### src/rtl/esr_pkg.sv
// Shared types, constants and codes for the ESC serial telemetry receiver.
// No dependencies; every other file in the block refers to this package by scoped name.
`default_nettype none

package esr_pkg;

  localparam int MOTORS = 4;
  localparam int MIDX_W = (MOTORS > 1) ? $clog2(MOTORS) : 1;
  localparam logic [3:0] MOTORS_N = 4'(MOTORS);

  localparam logic [3:0] FRAME_LEN = 4'd10;
  localparam logic [3:0] LAST_BYTE = 4'd9;

  localparam logic [7:0] CRC_POLY  = 8'hD5;
  localparam int         ERPM_W    = 23;     // 16-bit eRPM/100 times 100
  localparam int         RPM_SCALE = 100;

  localparam logic [15:0] RESET_TIMEOUT   = 16'd500;
  localparam logic [7:0]  RESET_PERIOD    = 8'd4;
  localparam logic [7:0]  RESET_POLEPAIRS = 8'd7;

  typedef enum logic [1:0] {
    CMD_TICK = 2'd0,
    CMD_BYTE = 2'd1,
    CMD_READ = 2'd2
  } cmd_e;

  typedef enum logic [1:0] {
    REG_POLE_PAIRS = 2'd0,
    REG_REQ_PERIOD = 2'd1,
    REG_TIMEOUT    = 2'd2
  } reg_e;

  typedef enum logic [2:0] {
    ST_IDLE,
    ST_CRC,
    ST_CHECK,
    ST_DIV,
    ST_STORE,
    ST_READ,
    ST_EMIT
  } state_e;

  typedef struct packed {
    logic [1:0] cmd;
    logic [7:0] rx_byte;
    logic [2:0] motor_select;
  } in_item_t;

  typedef struct packed {
    logic        is_frame_report;
    logic        crc_ok;
    logic [2:0]  motor;
    logic [15:0] rpm;
    logic [15:0] supply_mv;
    logic [15:0] load_current;
    logic [7:0]  temp_c;
    logic        valid_res;
  } out_item_t;

  typedef struct packed {
    logic [7:0]  pole_pairs;
    logic [7:0]  request_period;
    logic [15:0] timeout_ticks;
  } cfg_t;

endpackage

`default_nettype wire

### src/rtl/esc_serial_telemetry_receiver_unit.sv
// A tick is handled in IDLE; bytes 0-8 each pass through the bit-serial CRC8;
// the tenth byte goes CHECK, DIV (23-step divider), STORE, EMIT; zero pole pairs
// skip DIV, a bad checksum skips DIV and STORE; a read goes READ, then EMIT.
// Throughput: one item at a time; the next is taken once the control FSM is idle.
// Reset (rst, synchronous): counters, frame capture, CRC, records and config
// return to their defaults; no result is pending.
`default_nettype none

module esc_serial_telemetry_receiver_unit (
  input  wire logic                clk,
  input  wire logic                rst,
  input  wire logic                item_valid,
  output logic                     item_ready,
  input  wire esr_pkg::in_item_t   item,
  output logic                     result_valid,
  input  wire logic                result_ready,
  output esr_pkg::out_item_t       result,
  input  wire logic                psel,
  input  wire logic                penable,
  input  wire logic                pwrite,
  input  wire logic [3:0]          paddr,
  input  wire logic [31:0]         pwdata,
  output logic [31:0]              prdata,
  output logic                     pready
);

  localparam int MW = esr_pkg::MIDX_W;

  esr_pkg::cfg_t      cfg;
  esr_pkg::state_e    state, state_next;
  esr_pkg::out_item_t res;

  logic [31:0]   tick_count;
  logic [7:0]    divider_count;
  logic [7:0]    div_cnt_inc;
  logic [MW-1:0] expected_motor;
  logic          frame_active;
  logic [3:0]    byte_index;
  logic [7:0]    frame_bytes [esr_pkg::FRAME_LEN];
  logic [2:0]    sel;

  logic [15:0] record_rpm     [esr_pkg::MOTORS];
  logic [15:0] record_voltage [esr_pkg::MOTORS];
  logic [15:0] record_current [esr_pkg::MOTORS];
  logic [7:0]  record_temp    [esr_pkg::MOTORS];
  logic        record_valid   [esr_pkg::MOTORS];
  logic [31:0] record_stamp   [esr_pkg::MOTORS];

  logic accept, tick, capture, crc_start, div_start, load_out;
  logic bad_frame, store, read_res, advance;
  logic crc_done, div_done;
  logic [7:0]  crc;
  logic [15:0] div_quot;
  logic [15:0] rpm_val;
  logic [esr_pkg::ERPM_W-1:0] erpm;
  logic [MW-1:0] sel_idx;
  logic [31:0]   age;

  esr_cfg_regs u_cfg (
    .clk    (clk),
    .rst    (rst),
    .psel   (psel),
    .penable(penable),
    .pwrite (pwrite),
    .paddr  (paddr),
    .pwdata (pwdata),
    .prdata (prdata),
    .pready (pready),
    .cfg    (cfg)
  );

  esr_crc8_serial u_crc (
    .clk  (clk),
    .rst  (rst),
    .clear(advance),
    .start(crc_start),
    .data (item.rx_byte),
    .done (crc_done),
    .crc  (crc)
  );

  // eRPM = raw * 100, loaded straight into the divider's shift register
  assign erpm = esr_pkg::ERPM_W'({frame_bytes[7], frame_bytes[8]}) *
                esr_pkg::ERPM_W'(esr_pkg::RPM_SCALE);

  esr_div_serial u_div (
    .clk     (clk),
    .rst     (rst),
    .start   (div_start),
    .dividend(erpm),
    .divisor (cfg.pole_pairs),
    .done    (div_done),
    .quotient(div_quot)
  );

  assign item_ready  = (state == esr_pkg::ST_IDLE);
  assign accept      = item_valid && item_ready;
  assign div_cnt_inc = divider_count + 8'd1;
  assign advance     = tick && (div_cnt_inc >= cfg.request_period);
  assign rpm_val     = (cfg.pole_pairs == 8'd0) ? 16'd0 : div_quot;
  assign sel_idx     = sel[MW-1:0];
  assign age         = tick_count - record_stamp[sel_idx];

  always_ff @(posedge clk) begin
    if (rst) begin
      state <= esr_pkg::ST_IDLE;
    end else begin
      state <= state_next;
    end
  end

  always_comb begin
    state_next = state;
    tick       = 1'b0;
    capture    = 1'b0;
    crc_start  = 1'b0;
    div_start  = 1'b0;
    bad_frame  = 1'b0;
    store      = 1'b0;
    read_res   = 1'b0;
    load_out   = 1'b0;
    case (state)
      esr_pkg::ST_IDLE: begin
        if (accept) begin
          case (item.cmd)
            esr_pkg::CMD_TICK: tick = 1'b1;
            esr_pkg::CMD_BYTE: begin
              if (frame_active && byte_index < esr_pkg::FRAME_LEN) begin
                capture = 1'b1;
                if (byte_index == esr_pkg::LAST_BYTE) begin
                  state_next = esr_pkg::ST_CHECK;
                end else begin
                  crc_start  = 1'b1;
                  state_next = esr_pkg::ST_CRC;
                end
              end
            end
            esr_pkg::CMD_READ: state_next = esr_pkg::ST_READ;
            default: ;
          endcase
        end
      end
      esr_pkg::ST_CRC: begin
        if (crc_done) begin
          state_next = esr_pkg::ST_IDLE;
        end
      end
      esr_pkg::ST_CHECK: begin
        if (crc != frame_bytes[esr_pkg::LAST_BYTE]) begin
          bad_frame  = 1'b1;
          state_next = esr_pkg::ST_EMIT;
        end else if (cfg.pole_pairs == 8'd0) begin
          state_next = esr_pkg::ST_STORE;
        end else begin
          div_start  = 1'b1;
          state_next = esr_pkg::ST_DIV;
        end
      end
      esr_pkg::ST_DIV: begin
        if (div_done) begin
          state_next = esr_pkg::ST_STORE;
        end
      end
      esr_pkg::ST_STORE: begin
        store      = 1'b1;
        state_next = esr_pkg::ST_EMIT;
      end
      esr_pkg::ST_READ: begin
        read_res   = 1'b1;
        state_next = esr_pkg::ST_EMIT;
      end
      esr_pkg::ST_EMIT: begin
        if (!result_valid || result_ready) begin
          load_out   = 1'b1;
          state_next = esr_pkg::ST_IDLE;
        end
      end
      default: state_next = esr_pkg::ST_IDLE;
    endcase
  end

  // time base, motor rotation and frame capture control
  always_ff @(posedge clk) begin
    if (rst) begin
      tick_count     <= 32'd0;
      divider_count  <= 8'd0;
      expected_motor <= '0;
      frame_active   <= 1'b0;
      byte_index     <= 4'd0;
    end else begin
      if (tick) begin
        tick_count    <= tick_count + 32'd1;
        divider_count <= advance ? 8'd0 : div_cnt_inc;
        if (advance) begin
          expected_motor <= (expected_motor == MW'(esr_pkg::MOTORS - 1)) ?
                            '0 : expected_motor + MW'(1);
          byte_index     <= 4'd0;
          frame_active   <= 1'b1;
        end
      end
      if (capture) begin
        byte_index <= byte_index + 4'd1;
        if (byte_index == esr_pkg::LAST_BYTE) begin
          frame_active <= 1'b0;
        end
      end
    end
  end

  always_ff @(posedge clk) begin
    if (capture) begin
      frame_bytes[byte_index] <= item.rx_byte;
    end
    if (accept) begin
      sel <= item.motor_select;
    end
  end

  always_ff @(posedge clk) begin
    if (rst) begin
      for (int i = 0; i < esr_pkg::MOTORS; i++) begin
        record_rpm[i]     <= 16'd0;
        record_voltage[i] <= 16'd0;
        record_current[i] <= 16'd0;
        record_temp[i]    <= 8'd0;
        record_valid[i]   <= 1'b0;
        record_stamp[i]   <= 32'd0;
      end
    end else if (store) begin
      record_rpm[expected_motor]     <= rpm_val;
      record_voltage[expected_motor] <= {frame_bytes[1], frame_bytes[2]};
      record_current[expected_motor] <= {frame_bytes[3], frame_bytes[4]};
      record_temp[expected_motor]    <= frame_bytes[0];
      record_valid[expected_motor]   <= 1'b1;
      record_stamp[expected_motor]   <= tick_count;
    end
  end

  // pending result, built before it goes to the output register
  always_ff @(posedge clk) begin
    if (bad_frame) begin
      res.is_frame_report <= 1'b1;
      res.crc_ok          <= 1'b0;
      res.motor           <= 3'(expected_motor);
      res.rpm             <= 16'd0;
      res.supply_mv       <= 16'd0;
      res.load_current    <= 16'd0;
      res.temp_c          <= 8'd0;
      res.valid_res       <= 1'b0;
    end else if (store) begin
      res.is_frame_report <= 1'b1;
      res.crc_ok          <= 1'b1;
      res.motor           <= 3'(expected_motor);
      res.rpm             <= rpm_val;
      res.supply_mv       <= {frame_bytes[1], frame_bytes[2]};
      res.load_current    <= {frame_bytes[3], frame_bytes[4]};
      res.temp_c          <= frame_bytes[0];
      res.valid_res       <= 1'b1;
    end else if (read_res) begin
      res.is_frame_report <= 1'b0;
      res.crc_ok          <= 1'b1;
      res.motor           <= sel;
      if ({1'b0, sel} < esr_pkg::MOTORS_N) begin
        res.rpm          <= record_rpm[sel_idx];
        res.supply_mv    <= record_voltage[sel_idx];
        res.load_current <= record_current[sel_idx];
        res.temp_c       <= record_temp[sel_idx];
        res.valid_res    <= record_valid[sel_idx] && (age < {16'd0, cfg.timeout_ticks});
      end else begin
        res.rpm          <= 16'd0;
        res.supply_mv    <= 16'd0;
        res.load_current <= 16'd0;
        res.temp_c       <= 8'd0;
        res.valid_res    <= 1'b0;
      end
    end
  end

  always_ff @(posedge clk) begin
    if (rst) begin
      result_valid <= 1'b0;
    end else if (load_out) begin
      result_valid <= 1'b1;
    end else if (result_ready) begin
      result_valid <= 1'b0;
    end
  end

  always_ff @(posedge clk) begin
    if (load_out) begin
      result <= res;
    end
  end

endmodule

`default_nettype wire

### src/rtl/esr_cfg_regs.sv
// APB-style configuration registers: pole pairs, request period, timeout.
// Depends on esr_pkg for the register map and the cfg_t struct.
`default_nettype none

module esr_cfg_regs (
  input  wire logic          clk,
  input  wire logic          rst,
  input  wire logic          psel,
  input  wire logic          penable,
  input  wire logic          pwrite,
  input  wire logic [3:0]    paddr,
  input  wire logic [31:0]   pwdata,
  output logic [31:0]        prdata,
  output logic               pready,
  output esr_pkg::cfg_t      cfg
);

  logic wr_en;

  assign pready = 1'b1;
  assign wr_en  = psel && penable && pwrite;

  always_ff @(posedge clk) begin
    if (rst) begin
      cfg.pole_pairs     <= esr_pkg::RESET_POLEPAIRS;
      cfg.request_period <= esr_pkg::RESET_PERIOD;
      cfg.timeout_ticks  <= esr_pkg::RESET_TIMEOUT;
    end else if (wr_en) begin
      case (paddr[3:2])
        esr_pkg::REG_POLE_PAIRS: cfg.pole_pairs     <= pwdata[7:0];
        esr_pkg::REG_REQ_PERIOD: cfg.request_period <= pwdata[7:0];
        esr_pkg::REG_TIMEOUT:    cfg.timeout_ticks  <= pwdata[15:0];
        default: ;
      endcase
    end
  end

  always_comb begin
    case (paddr[3:2])
      esr_pkg::REG_POLE_PAIRS: prdata = {24'd0, cfg.pole_pairs};
      esr_pkg::REG_REQ_PERIOD: prdata = {24'd0, cfg.request_period};
      esr_pkg::REG_TIMEOUT:    prdata = {16'd0, cfg.timeout_ticks};
      default:                 prdata = 32'd0;
    endcase
  end

endmodule

`default_nettype wire

### src/rtl/esr_crc8_serial.sv
// Bit-serial CRC8 (poly 0xD5, MSB first): each byte is shifted in one bit at a time.
// Depends on esr_pkg for the polynomial.
`default_nettype none

module esr_crc8_serial (
  input  wire logic       clk,
  input  wire logic       rst,
  input  wire logic       clear,
  input  wire logic       start,
  input  wire logic [7:0] data,
  output logic            done,
  output logic [7:0]      crc
);

  logic       busy;
  logic [2:0] cnt;
  logic [7:0] sh;
  logic       fb;

  assign fb = crc[7] ^ sh[7];

  always_ff @(posedge clk) begin
    if (rst) begin
      crc  <= 8'd0;
      busy <= 1'b0;
      done <= 1'b0;
      cnt  <= 3'd0;
    end else begin
      done <= 1'b0;
      if (clear) begin
        crc <= 8'd0;
      end
      if (start) begin
        busy <= 1'b1;
        cnt  <= 3'd0;
      end else if (busy) begin
        crc <= {crc[6:0], 1'b0} ^ (fb ? esr_pkg::CRC_POLY : 8'd0);
        cnt <= cnt + 3'd1;
        if (cnt == 3'd7) begin
          busy <= 1'b0;
          done <= 1'b1;
        end
      end
    end
  end

  always_ff @(posedge clk) begin
    if (start) begin
      sh <= data;
    end else if (busy) begin
      sh <= {sh[6:0], 1'b0};
    end
  end

endmodule

`default_nettype wire

### src/rtl/esr_div_serial.sv
// Restoring divider, one quotient bit per cycle: eRPM / pole pairs, saturated
// to 16 bits. Depends on esr_pkg for the dividend width.
`default_nettype none

module esr_div_serial (
  input  wire logic                       clk,
  input  wire logic                       rst,
  input  wire logic                       start,
  input  wire logic [esr_pkg::ERPM_W-1:0] dividend,
  input  wire logic [7:0]                 divisor,
  output logic                            done,
  output logic [15:0]                     quotient
);

  localparam int CNT_W = $clog2(esr_pkg::ERPM_W);
  localparam logic [CNT_W-1:0] LAST_STEP = CNT_W'(esr_pkg::ERPM_W - 1);

  logic                       busy;
  logic [CNT_W-1:0]           cnt;
  logic [esr_pkg::ERPM_W-1:0] dq;     // dividend shifts out, quotient shifts in
  logic [7:0]                 rem;
  logic [7:0]                 dvs;
  logic [8:0]                 rem_sh;
  logic                       qbit;

  assign rem_sh = {rem, dq[esr_pkg::ERPM_W-1]};
  assign qbit   = (rem_sh >= {1'b0, dvs});
  assign quotient = (|dq[esr_pkg::ERPM_W-1:16]) ? 16'hFFFF : dq[15:0];

  always_ff @(posedge clk) begin
    if (rst) begin
      busy <= 1'b0;
      done <= 1'b0;
      cnt  <= '0;
    end else begin
      done <= 1'b0;
      if (start) begin
        busy <= 1'b1;
        cnt  <= '0;
      end else if (busy) begin
        cnt <= cnt + CNT_W'(1);
        if (cnt == LAST_STEP) begin
          busy <= 1'b0;
          done <= 1'b1;
        end
      end
    end
  end

  always_ff @(posedge clk) begin
    if (start) begin
      dq  <= dividend;
      rem <= 8'd0;
      dvs <= divisor;
    end else if (busy) begin
      dq  <= {dq[esr_pkg::ERPM_W-2:0], qbit};
      rem <= qbit ? 8'(rem_sh - {1'b0, dvs}) : rem_sh[7:0];
    end
  end

endmodule

`default_nettype wire

### config.mk
export PLATFORM = sky130hd
export DESIGN_NAME = esc_serial_telemetry_receiver_unit
export DESIGN_NICKNAME = d
export VERILOG_FILES = /design/src/rtl/esr_pkg.sv /design/src/rtl/esc_serial_telemetry_receiver_unit.sv /design/src/rtl/esr_cfg_regs.sv /design/src/rtl/esr_crc8_serial.sv /design/src/rtl/esr_div_serial.sv
export SDC_FILE = /design/constraint.sdc
export NUM_CORES = 1
export LEC_CHECK = 0
export BUFFER_PORTS_ARGS = -buffer_cell sky130_fd_sc_hd__buf_2
export CORE_MARGIN = 2
export CORE_UTILIZATION = 30
export CTS_BUF_LIST = sky130_fd_sc_hd__clkbuf_16
export DETAILED_ROUTE_END_ITERATION = 8
export HOLD_SLACK_MARGIN = 0.15
export SLEW_MARGIN = 20
export SYNTH_ARGS = -nofsm -noshare
export SYNTH_HDL_FRONTEND = slang
export SYNTH_SLANG_ARGS = --single-unit
### constraint.sdc
create_clock -name clk -period 11.56 [get_ports clk]
set_input_delay 2.312 -clock clk [delete_from_list [all_inputs] [get_ports clk]]
set_output_delay 2.312 -clock clk [all_outputs]
set_load 0.01 [all_outputs]
# Yosys cells after proc, flatten, opt, wreduce, memory -nomap -nowiden
# Memory sizes are Yosys's and may differ from the RTL's. A register that Yosys moved wholly into a read port is not among the register bits.
# Index checks and enable logic that the tools add are counted.
# Widths: inputs -> output; s select.
# word_totals
ff_bits	277
ramBits	436
in_bits	56
out_inout_bits	97
elab_cells	221
mem_count	7
# op_classes
add_sub_neg	8
n_mul	1
magnitude_cmp	5
n_eq_ne	21
mux	97
bitwise_logic	4
n_reduce_logical	38
# memory_table
name	words	width	read_ports	rd_ports_with_merged_regs	write_ports	line_no	rtl
record_stamp	4	32	1	1	4	esc_serial_telemetry_receiver_unit.sv:47	logic [31:0] record_stamp [esr_pkg::MOTORS];
frame_bytes	10	8	8	0	1	esc_serial_telemetry_receiver_unit.sv:39	logic [7:0] frame_bytes [esr_pkg::FRAME_LEN];
record_current	4	16	1	1	4	esc_serial_telemetry_receiver_unit.sv:44	logic [15:0] record_current [esr_pkg::MOTORS];
record_rpm	4	16	1	1	4	esc_serial_telemetry_receiver_unit.sv:42	logic [15:0] record_rpm [esr_pkg::MOTORS];
record_voltage	4	16	1	1	4	esc_serial_telemetry_receiver_unit.sv:43	logic [15:0] record_voltage [esr_pkg::MOTORS];
record_temp	4	8	1	1	4	esc_serial_telemetry_receiver_unit.sv:45	logic [7:0] record_temp [esr_pkg::MOTORS];
1 more memories	-	-	-	-	-	-	
# op_table
operator	n
$mux 61	2
$mux 16	5
$mux 8	9
$mux 59	1
$mux 57	1
$mux 1	49
$pmux 16 s3	1
$reduce_or 16->1	3
$mux 23	2
$add 32x1->32 const B	1
$lt 32x16->1	1
$mux 32	1
$reduce_or 32->1	1
$sub 32x32->32	1
$mux 2	14
$mul 16x5->21 const B	1
$mux 3	7
$pmux 3 s6	1
$eq 3x3->1 const B	4
$mux 4	3
$reduce_bool 2->1	6
$reduce_and 2->1	5
$ge 9x8->1	1
$add 8x1->8 const B	1
other kinds (36)	53

# Logic depth before layout (Yosys ltp)
# Gate-level depths: netlist of run 1.
# depth
word_depth	9
depth_mapped	24
depth_no_buf	21

# By module
# From an unflattened synthesis of run 1, not the netlist that was laid out.
# hier_totals
cells_unflattened	2649
area_unflattened_um2	33165.6
# by_module_without_submodules
module	n_inst	cells_each	area_each_um2	seq_area_each_um2
esc_serial_telemetry_receiver_unit	1	2180	28129.5	16886.2
esr_div_serial	1	201	2362.3	1231.2
esr_cfg_regs	1	189	1722.9	640.6
esr_crc8_serial	1	79	950.9	500.5

# Worst setup path after synthesis of run 1
# Ideal clock, no wire load.
# synth_timing
kind	input to register
startpoint	input port rst
endpoint	memory record_current[0][0], enable pin
setup_ns	0.462
arrival_ns	5.390
slack_ns	5.708
cell_stages	5
path_buffers	2
cell_sequence	or3_1 clkbuf_1 or3_1 clkbuf_1 nand2b_1
# synth_rtl
element	line_no	rtl
start: declaration	esc_serial_telemetry_receiver_unit.sv:11	input wire logic rst,
end: declaration	esc_serial_telemetry_receiver_unit.sv:44	

# Worst setup path after layout of run 1
# layout_timing
startpoint	input port paddr[2]
endpoint	output port prdata[7]
# layout_via
elab_chain_cells	2
word_cells_on_any_way	4
cone_classes	eq/ne: 2; mux: 1; reduce/logical: 1
# layout_lines
element	line_no	rtl
start: declaration	esc_serial_telemetry_receiver_unit.sv:21	input wire logic [3:0] paddr,
$eq 2x2->1, or another cell as far along	esr_cfg_regs.sv:39	case (paddr[3:2])
$pmux 16 s3 (*)	esr_cfg_regs.sv:39	
end: declaration	esc_serial_telemetry_receiver_unit.sv:23	output logic [31:0] prdata,
# Mark *: on every way between the ends. The rest lies on a longest branch, timed or not.

==> metrics.cfg, run 1 <==
[sta]
clock_skew_ns = 0.0349
fin_crit_ns = 5.96
worstMarginPinSlew_ns = 1.07
setup_tns_ns = 0
hold_viol_final = 0
setup_violations = 0
hold_ws_ns = 0.429
rsz0062_at_grt = false
setup_slack_ns = 5.60
fin_crit_sh = 0.515
drv_slew = 0
clock.fmax_ghz = 0.168
relSlewSlack = 0.282

[setup_path]
crit_type = in -> out
crit_required_ns = 9.25
startpoint_type = primary input
reg2regPathDepth = 20
critPathArrivalTime_ns = 3.64
end_kind = output pin
crit-reg2reg-capture = res[0]$_SDFFE_PP0P_
critPathMaxFanout = 17
r2r_slack_ns = 5.87

[power_and_ir_drop]
vdd_drop_max_uv = 113
p_clk_frac = 0.415
p_int_mw = 4.38
power.share.combinational = 0.075
cellPowerDensity_mw_per_mm2 = 154
p_leak_nw = 14.0
switchingPower_mw = 1.33
p_seq_frac = 0.510
sw_frac_of_total = 0.234

[synthesis]
synth-edff-count = 524
seq_area_frac_synth = 0.593
synthCells = 2601
synthFlopType = edfxtp_1
synth_common_cells = edfxtp_1 (524), and2_1 (293), nor2_1 (196), dfxtp_1 (175), inv_1 (140)
yosysMostFrequentCell = edfxtp_1
synth-async-reset-ratio = 0
synth.distinct_cells = 76
yosysWarningCount = 0
netlist.area_leader.share = 0.485
yosysTopAreaCell = edfxtp_1
synth_area_leaders = edfxtp_1 (48%), dfxtp_1 (11%), mux4_2 (6.2%)
syn_area_per_cell_um2 = 12.5
ys_ff_latch = 699
syn_area_mm2 = 0.0325

[hold_path]
whs_path_depth = 0
min_from = res[4]$_SDFFE_PP0P_
whs_endpoint = result[4]$_DFFE_PP_
hold_path_class = reg -> reg

[grt]
grt_first_pass_wirelength_mm = 120
grt_pass1_vias = 20000
grt-ovfl-total = 0
grt_max_degree = 75
track_usage = 0.139
grt_antenna_before_repair = 4

[detailed_routing]
drtPass1Iterations = 7
routed_wirelength_mm = 77.8
wl_per_cell_um = 18.7
vias_per_cell = 4.81
drtIter0Drc = 1572
drcViolationCount = 0
antenna_left = 0
via_count = 20000

[die]
fp.dieH_um = 333
row_count = 120
die-area_mm2 = 0.111
die_w_um = 333
io-pin-count = 153
initial_utilization = 0.303
core_mm2 = 0.107

[placed_design]
gp_congestion = 0.826
place_area_mm2 = 0.0345
io_buffer_count = 117
dp_slack_ns = 5.57
placedCellCount = 4013
dp_hpwl_mm = 48.3

[clock_tree]
holdBufCountCts = 0
clk_path_buf_depth = 3
cts_setup_buffers = 0
clock-sinks = 699
cts-root-buf = clkbuf_16
path_clk_slew_ns = 0.05
ctsResizeCount = 0
clk_latency_ns = 0.64
cts_buffers = 74
cts_tree = yes
htreeDepth = 3

[flow_run]
cap_violations = 0

[final_layout]
nFillCells = 10600
nets = 2883
final_area_mm2 = 0.0370
drive_gt1_frac = 0.141
final_cells = 4153
area_growth_pct = 14.0

[run_status]
status = complete, no violations

logic make-up (layout without fill, tap and decap cells):
family / Yosys count / after routing / share of synthesized area
flops: 699 / 699 / 0.593
compound gates: 358 / 358 / 0.0726
xor+xnor: 99 / 99 / 0.0267
other cells: 2 / 19 / 0.000231
fa+ha+maj: 141 / 141 / 0.0573
simple gates: 882 / 882 / 0.141
mux: 125 / 125 / 0.0731
buf+inv: 295 / 427 / 0.0361
cell usage in the layout (no fill, tap or decap), drive strengths merged, types with 17 or more instances in the layout:
master / count
edfxtp: 524
and3: 25
mux4: 89
a21o: 21
nand2b: 20
buf: 149
dfxtp: 175
xor2: 55
xnor2: 44
conb: 17
clkinv: 27
inv: 163
nand3: 43
o21ai: 91
clkbuf: 78
nand4: 17
mux2i: 30
a221oi: 36
nand2: 134
nor2: 197
and2: 294
a21oi: 99
nor3: 94
a22oi: 17
ha: 128
flip-flops by register name (all words and copies together) (netlist names), 4 cells and up, named ones only:
register and cells:
u_div.dq 23, tick_count 32, record_current 64, frame_bytes 64, record_stamp 128, u_div.dvs 8
u_crc.sh 8, result 62, byte_index 4, record_temp 32, res 62, u_crc.crc 8
record_rpm 64, record_valid 4, record_voltage 64, u_cfg.cfg 32, u_div.rem 8, u_div.cnt 5
divider_count 8
per-layer routing:
layer  vias up  global-route usage  routed length, µm
li1       9567                   -                  -
met1      9894               0.186              34900
met2       430               0.233              37700
met3        86              0.0238               3890
met4         4              0.0356               1400
met5         -                   0                 16
worst max path at each step:
stage                     startpoint                                 end  slack [ns]  depth (start not counted)
after floorplan                  rst  record_current[0][0]$_SDFFCE_PN0P_        5.71                          5
after global placement      paddr[2]                           prdata[7]        5.58                          5
after detailed placement    paddr[2]                           prdata[7]        5.57                          5
after CTS                   paddr[2]                           prdata[7]        5.57                          5
after global routing       flip-flop                 res[0]$_SDFFE_PP0P_        5.26                         19
final                       paddr[2]                           prdata[7]        5.60                          5
critical path, cell delays in order:
cell and delay, ns:
buf_2 0.21, nor2b_1 0.71, nand2_1 0.12, o21ai_0 0.13, buf_2 0.17
stage by stage:
step           power [mW]  utilization
5_1_grt              5.94        0.345
6_report             5.71        0.345
3_5_place_dp         3.40        0.322
3_3_place_gp         3.39        0.322
2_1_floorplan        3.26            -
4_1_cts              5.78        0.345
layout make-up:
| class | instances | area [µm²] | area share |
|---|---|---|---|
| sequential | 699 | 19200 | 0.520 |
| multi-input combinational | 1622 | 12200 | 0.329 |
| clock buffer | 78 | 1950 | 0.0527 |
| tap | 1403 | 1760 | 0.0474 |
| timing repair buffer | 149 | 841 | 0.0227 |
| inverter | 140 | 527 | 0.0142 |
| clock inverter | 60 | 499 | 0.0135 |
| antenna | 2 | 5.00 | 0.000135 |
power by group through the flow:
stage                     logic, mW  registers (mW)  clock network, mW
after CTS                     0.437            2.91               2.43
after global routing          0.481            2.92               2.53
after floorplan               0.337            2.93                  0
after detailed placement      0.435            2.97                  0
final                         0.430            2.91               2.37
after global placement        0.430            2.96                  0
Power figures use the tool's default switching activity.
==> inputs of run 2 (changes only) <==
==> constraint.sdc (replaced) <==
create_clock -name clk -period 5.4 [get_ports clk]
set_input_delay 1.08 -clock clk [delete_from_list [all_inputs] [get_ports clk]]
set_output_delay 1.08 -clock clk [all_outputs]
set_load 0.01 [all_outputs]
==> metrics.cfg, run 2 (synthesis results as in run 1) <==
[sta]
worstMarginPinSlew_ns = 1.07  ; -0.00377 ns
fin_crit_sh = 0.917
hold_ws_ns = 0.431  ; +0.00170 ns
clock.fmax_ghz = 0.202
fin_crit_ns = 4.95
rsz0062_at_grt = false
setup_slack_ns = 0.449  ; -5.16 ns
setup_tns_ns = 0  ; unchanged
drv_slew = 0  ; unchanged
relSlewSlack = 0.286  ; +0.00369
setup_violations = 0  ; unchanged
hold_viol_final = 0  ; unchanged
clock_skew_ns = 0.0394  ; +0.00453 ns

[setup_path]
crit_required_ns = 5.92  ; -3.33 ns
end_kind = flip-flop
startpoint_type = flip-flop
critPathArrivalTime_ns = 5.47  ; +1.83 ns
crit_type = reg -> reg
critPathMaxFanout = 12  ; -5

[power_and_ir_drop]
power.share.combinational = 0.075  ; about the same
cellPowerDensity_mw_per_mm2 = 336  ; +120%
vdd_drop_max_uv = 192  ; +70%
sw_frac_of_total = 0.229  ; -0.00415
total_power_mw = 12.5  ; +120%
p_seq_frac = 0.499  ; -0.011
p_clk_frac = 0.426  ; +0.011
switchingPower_mw = 2.87  ; +120%
p_leak_nw = 14.2  ; +0.96%
p_int_mw = 9.64  ; +120%

[final_layout]
final_area_mm2 = 0.0372  ; +0.65%
area_growth_pct = 14.7
drive_gt1_frac = 0.146  ; +0.00497
final_common_cell = edfxtp_1
nFillCells = 10500  ; -0.98%
layout_common_cells = edfxtp_1 (524), and2_1 (293), nor2_1 (193)
top_register = record_stamp
num_antenna_cells = 0  ; -2
fin_util = 0.347  ; +0.00224
nets = 2900  ; +0.59%
multi_input_area_mm2 = 0.0122  ; unchanged
largest_reg_flops = 128  ; unchanged
final_cells = 4167  ; +0.34%
seq_area_mm2 = 0.0192  ; unchanged

[hold_path]
hold_path_class = reg -> reg
min_from = res[5]$_SDFFE_PP0P_

[detailed_routing]
antenna_left = 0  ; unchanged
via_count = 20200  ; +1.1%
routed_wirelength_mm = 78.9  ; +1.4%
drtIter0Drc = 1673  ; +6.4%
wl_per_cell_um = 18.9  ; +1.0%
vias_per_cell = 4.85  ; +0.79%
drtPass1Iterations = 8  ; +1
drcViolationCount = 0  ; unchanged

[placed_design]
gp_congestion = 0.795  ; -3.8%
io_buffer_count = 117  ; unchanged
dp_slack_ns = 0.444  ; -5.12 ns
place_area_mm2 = 0.0347  ; +0.46%
dp_hpwl_mm = 50.4  ; +4.4%
placedCellCount = 4029  ; +0.40%

[die]
fp.dieH_um = 333  ; unchanged
initial_utilization = 0.303  ; unchanged
die-area_mm2 = 0.111  ; unchanged
die_w_um = 333  ; unchanged
row_count = 120  ; unchanged
core_mm2 = 0.107  ; unchanged
io-pin-count = 153  ; unchanged

[clock_tree]
htreeDepth = 3  ; unchanged
clk_path_buf_depth = 3  ; unchanged
holdBufCountCts = 0  ; unchanged
cts-root-buf = clkbuf_16
path_clk_slew_ns = 0.06  ; about the same
cts_tree = yes
cts_buffers = 75  ; +1.4%
ctsResizeCount = 0  ; unchanged
clk_latency_ns = 0.64  ; about the same
cts_setup_buffers = 0  ; unchanged
clock-sinks = 699  ; unchanged

[grt]
grt_max_degree = 75  ; unchanged
track_usage = 0.141  ; +0.00239
grt_first_pass_wirelength_mm = 121  ; +1.4%
grt_pass1_vias = 20100  ; +0.45%
grt-ovfl-total = 0  ; unchanged
grt_antenna_before_repair = 7  ; +3

[run_status]
status = complete, no violations

[flow_run]
cap_violations = 0  ; unchanged

## run 2: final timing paths
path / cells after the start / to / slack, ns
worst max-delay path: 18 / res[0]$_SDFFE_PP0P_ / 0.45
worst min-delay path: 0 / result[5]$_DFFE_PP_ / 0.43
worst max register to register: 18 / res[0]$_SDFFE_PP0P_ / 0.45
worst min register to register: 0 / result[5]$_DFFE_PP_ / 0.43
## run 2: routing by layer
layer | global-route usage | vias up | part of all wire
li1 | - | 9595 | -
met1 | 0.191 | 10000 | 0.45
met2 | 0.230 | 495 | 0.47
met3 | 0.0248 | 102 | 0.055
met4 | 0.0450 | 4 | 0.024
met5 | 0 | - | 0.00037
## run 2: power by group through the flow
| stage | clock network [mW] | registers, mW | logic (mW) |
|---|---|---|---|
| global route | 5.65 | 6.26 | 1.05 |
| global placement | 0 | 6.35 | 0.942 |
| CTS | 5.43 | 6.24 | 0.954 |
| finish | 5.32 | 6.24 | 0.941 |
| detailed placement | 0 | 6.35 | 0.950 |
| floorplan | 0 | 6.26 | 0.722 |
## run 2: final cells by class
cell class,instances,area share
Clock buffer,76,0.0511
Clock inverter,62,0.0171
Sequential cell,699,0.517
Multi-Input combinational cell,1622,0.327
Inverter,140,0.0142
Timing Repair Buffer,165,0.0268
Tap cell,1403,0.0471
## run 2: worst max-delay path: stages, from the launching register on
cell       delay (ns)
dfxtp_4          0.50
mux4_2           0.55
ha_1             0.23
fa_1             0.41
nor2b_1          0.20
o31ai_2          0.11
a211oi_1         0.30
o21a_1           0.15
nor2_1           0.04
xnor2_1          0.13
ha_1             0.18
or4_1            0.53
nor3_1           0.34
o32ai_1          0.16
nor4_1           0.28
nand4_1          0.13
nor4_1           0.20
o2111ai_1        0.19
o41ai_2          0.22
==> inputs of run 3 (changes only) <==
--- a/config.mk
+++ b/config.mk
@@ -7,10 +7,11 @@
 export LEC_CHECK = 0
 export BUFFER_PORTS_ARGS = -buffer_cell sky130_fd_sc_hd__buf_2
 export CORE_MARGIN = 2
-export CORE_UTILIZATION = 30
+export CORE_UTILIZATION = 65
 export CTS_BUF_LIST = sky130_fd_sc_hd__clkbuf_16
 export DETAILED_ROUTE_END_ITERATION = 8
 export HOLD_SLACK_MARGIN = 0.15
+export PLACE_DENSITY = 0.84
 export SLEW_MARGIN = 20
 export SYNTH_ARGS = -nofsm -noshare
 export SYNTH_HDL_FRONTEND = slang
==> constraint.sdc (replaced) <==
create_clock -name clk -period 6.4 [get_ports clk]
set_input_delay 1.28 -clock clk [delete_from_list [all_inputs] [get_ports clk]]
set_output_delay 1.28 -clock clk [all_outputs]
set_load 0.01 [all_outputs]
==> metrics.cfg, run 3 (synthesis results as in run 1) <==
[run_status]
status = complete, no violations

[power_and_ir_drop]
sw_frac_of_total = 0.234  ; +0.00491
vdd_drop_max_uv = 211  ; +9.8%
switchingPower_mw = 2.36  ; -18%
p_clk_frac = 0.395  ; -0.031
cellPowerDensity_mw_per_mm2 = 281  ; -16%
total_power_mw = 10.1  ; -20%
p_seq_frac = 0.524  ; +0.025
p_int_mw = 7.71  ; -20%
power.share.combinational = 0.080  ; +0.005
p_leak_nw = 14.0  ; -1.5%

[placed_design]
place_area_mm2 = 0.0336  ; -3.1%
io_buffer_count = 117  ; unchanged
gp_congestion = 0.893  ; +12%
placedCellCount = 3272  ; -19%
dp_hpwl_mm = 46.5  ; -7.7%

[final_layout]
drive_gt1_frac = 0.136  ; -0.0102
final_area_mm2 = 0.0359  ; -3.7%
area_growth_pct = 10.5
final_cells = 3400  ; -18%
nets = 2876  ; -0.83%
top_register = record_stamp
num_antenna_cells = 0  ; unchanged
nFillCells = 3072  ; -71%
layout_common_cells = edfxtp_1 (524), and2_1 (293), nor2_1 (193)
largest_reg_flops = 128  ; unchanged
final_common_cell = edfxtp_1

[setup_path]
slowest_stage = dfxtp_4
worst-path-buf-inv = 0  ; unchanged
critical-path-top-delay-family = simple AND/OR/NAND/NOR gates
end_kind = flip-flop
startpoint_type = flip-flop
crit_path_max_incr_delay_ns = 0.64  ; +0.09 ns
reg2regPathDepth = 18  ; unchanged
cp_num_cells = 18  ; unchanged
critPathArrivalTime_ns = 5.65  ; +0.18 ns
path_cells = mux4_2 -> ha_1 -> fa_1 -> nor2b_1 -> o31ai_2 -> a211oi_1 -> o21a_1 -> nor2_1 -> xnor2_1 -> ha_1 -> or4_1 -> nor3_1 -> o32ai_1 -> nor4_1 -> nand4_1 -> nor4_1 -> o2111ai_1 -> o41ai_2
crit_type = reg -> reg
crit_required_ns = 6.91  ; +0.99 ns
critPathMaxFanout = 20  ; +8

[clock_tree]
cts_buffers = 69  ; -8.0%
holdBufCountCts = 0  ; unchanged
htreeDepth = 3  ; unchanged
clk_path_buf_depth = 3  ; unchanged
clk_latency_ns = 0.62  ; -0.02 ns
clock-sinks = 699  ; unchanged
path_clk_slew_ns = 0.07  ; about the same
cts_tree = yes
cts_setup_buffers = 0  ; unchanged
cts-root-buf = clkbuf_16
ctsResizeCount = 0  ; unchanged

[detailed_routing]
drtPass1Iterations = 8  ; unchanged
vias_per_cell = 6.29  ; +30%
drtIter0Drc = 2412  ; +44%
drcViolationCount = 0  ; unchanged
antenna_left = 0  ; unchanged
routed_wirelength_mm = 76.2  ; -3.4%
via_count = 21400  ; +5.8%
wl_per_cell_um = 22.4  ; +18%

[grt]
grt_pass1_vias = 21600  ; +7.0%
grt-ovfl-total = 0  ; unchanged
track_usage = 0.300  ; +0.158
grt_max_degree = 91  ; +21%
grt_antenna_before_repair = 2  ; -5
grt_first_pass_wirelength_mm = 117  ; -3.4%

[sta]
fin_crit_ns = 5.14  ; +0.188 ns
setup_tns_ns = 0  ; unchanged
setup_violations = 0  ; unchanged
hold_viol_final = 0  ; unchanged
clock.fmax_ghz = 0.195  ; -3.7%
clock_skew_ns = 0.0229  ; -0.0165 ns
relSlewSlack = 0.221  ; -0.0649
worstMarginPinSlew_ns = 1.17  ; +0.0996 ns
rsz0062_at_grt = false
drv_slew = 0  ; unchanged
fin_crit_sh = 0.803  ; -0.114

[die]
initial_utilization = 0.661  ; +0.358
die-area_mm2 = 0.0518  ; -53%
die_w_um = 227  ; -32%
row_count = 81  ; -33%
core_mm2 = 0.0492  ; -54%
fp.dieH_um = 227  ; -32%
io-pin-count = 153  ; unchanged

[hold_path]
hold_path_class = reg -> reg
whs_path_depth = 0  ; unchanged

[flow_run]
cap_violations = 0  ; unchanged

## run 3: path summary, 6_finish.rpt
path | startpoint | to | slack, ns
min reg2reg | res[57]$_DFFE_PP_ | result[57]$_DFFE_PP_ | 0.41
min | res[57]$_DFFE_PP_ | result[57]$_DFFE_PP_ | 0.41
max | flip-flop | res[0]$_SDFFE_PP0P_ | 1.26
max reg2reg | flip-flop | res[0]$_SDFFE_PP0P_ | 1.26
## run 3: per-layer routing
metal / track usage / share of wire
met1: 0.384 / 0.37
met5: 0 / 0.00014
met3: 0.0506 / 0.088
met4: 0.144 / 0.043
met2: 0.502 / 0.49
## run 3: worst register-to-register path: stages, from the launching register on
cell       delay [ns]
dfxtp_4          0.64
mux4_2           0.58
ha_1             0.22
fa_1             0.41
nor2b_1          0.20
o31ai_2          0.11
a211oi_1         0.32
o21a_1           0.17
nor2_1           0.05
xnor2_1          0.12
ha_1             0.18
or4_1            0.54
nor3_1           0.36
o32ai_1          0.16
nor4_1           0.28
nand4_1          0.12
nor4_1           0.17
o2111ai_1        0.19
o41ai_2          0.22
## run 3: stage by stage
stage | setup slack [ns] | utilization | hold slack (ns)
2_1_floorplan | 0.921 | - | 0.400
3_3_place_gp | 1.38 | 0.684 | 0.412
3_5_place_dp | 1.28 | 0.684 | 0.410
4_1_cts | 1.28 | 0.730 | 0.410
5_1_grt | 0.949 | 0.730 | 0.438
6_report | 1.26 | 0.730 | 0.415
## run 3: cell type report
class / instances / area, µm² / area share
Tap cell: 664 / 831 / 0.0232
Timing Repair Buffer: 147 / 851 / 0.0237
Clock inverter: 57 / 443 / 0.0123
Clock buffer: 71 / 1780 / 0.0495
Multi-Input combinational cell: 1622 / 12200 / 0.340
Sequential cell: 699 / 19200 / 0.537
Inverter: 140 / 526 / 0.0147
## run 3: power groups by stage
stage	clock [mW]	sequential (mW)	combinational [mW]
floorplan	0	5.29	0.609
global placement	0	5.34	0.755
detailed placement	0	5.37	0.786
CTS	4.00	5.27	0.801
global route	4.17	5.29	0.873
finish	3.98	5.28	0.807
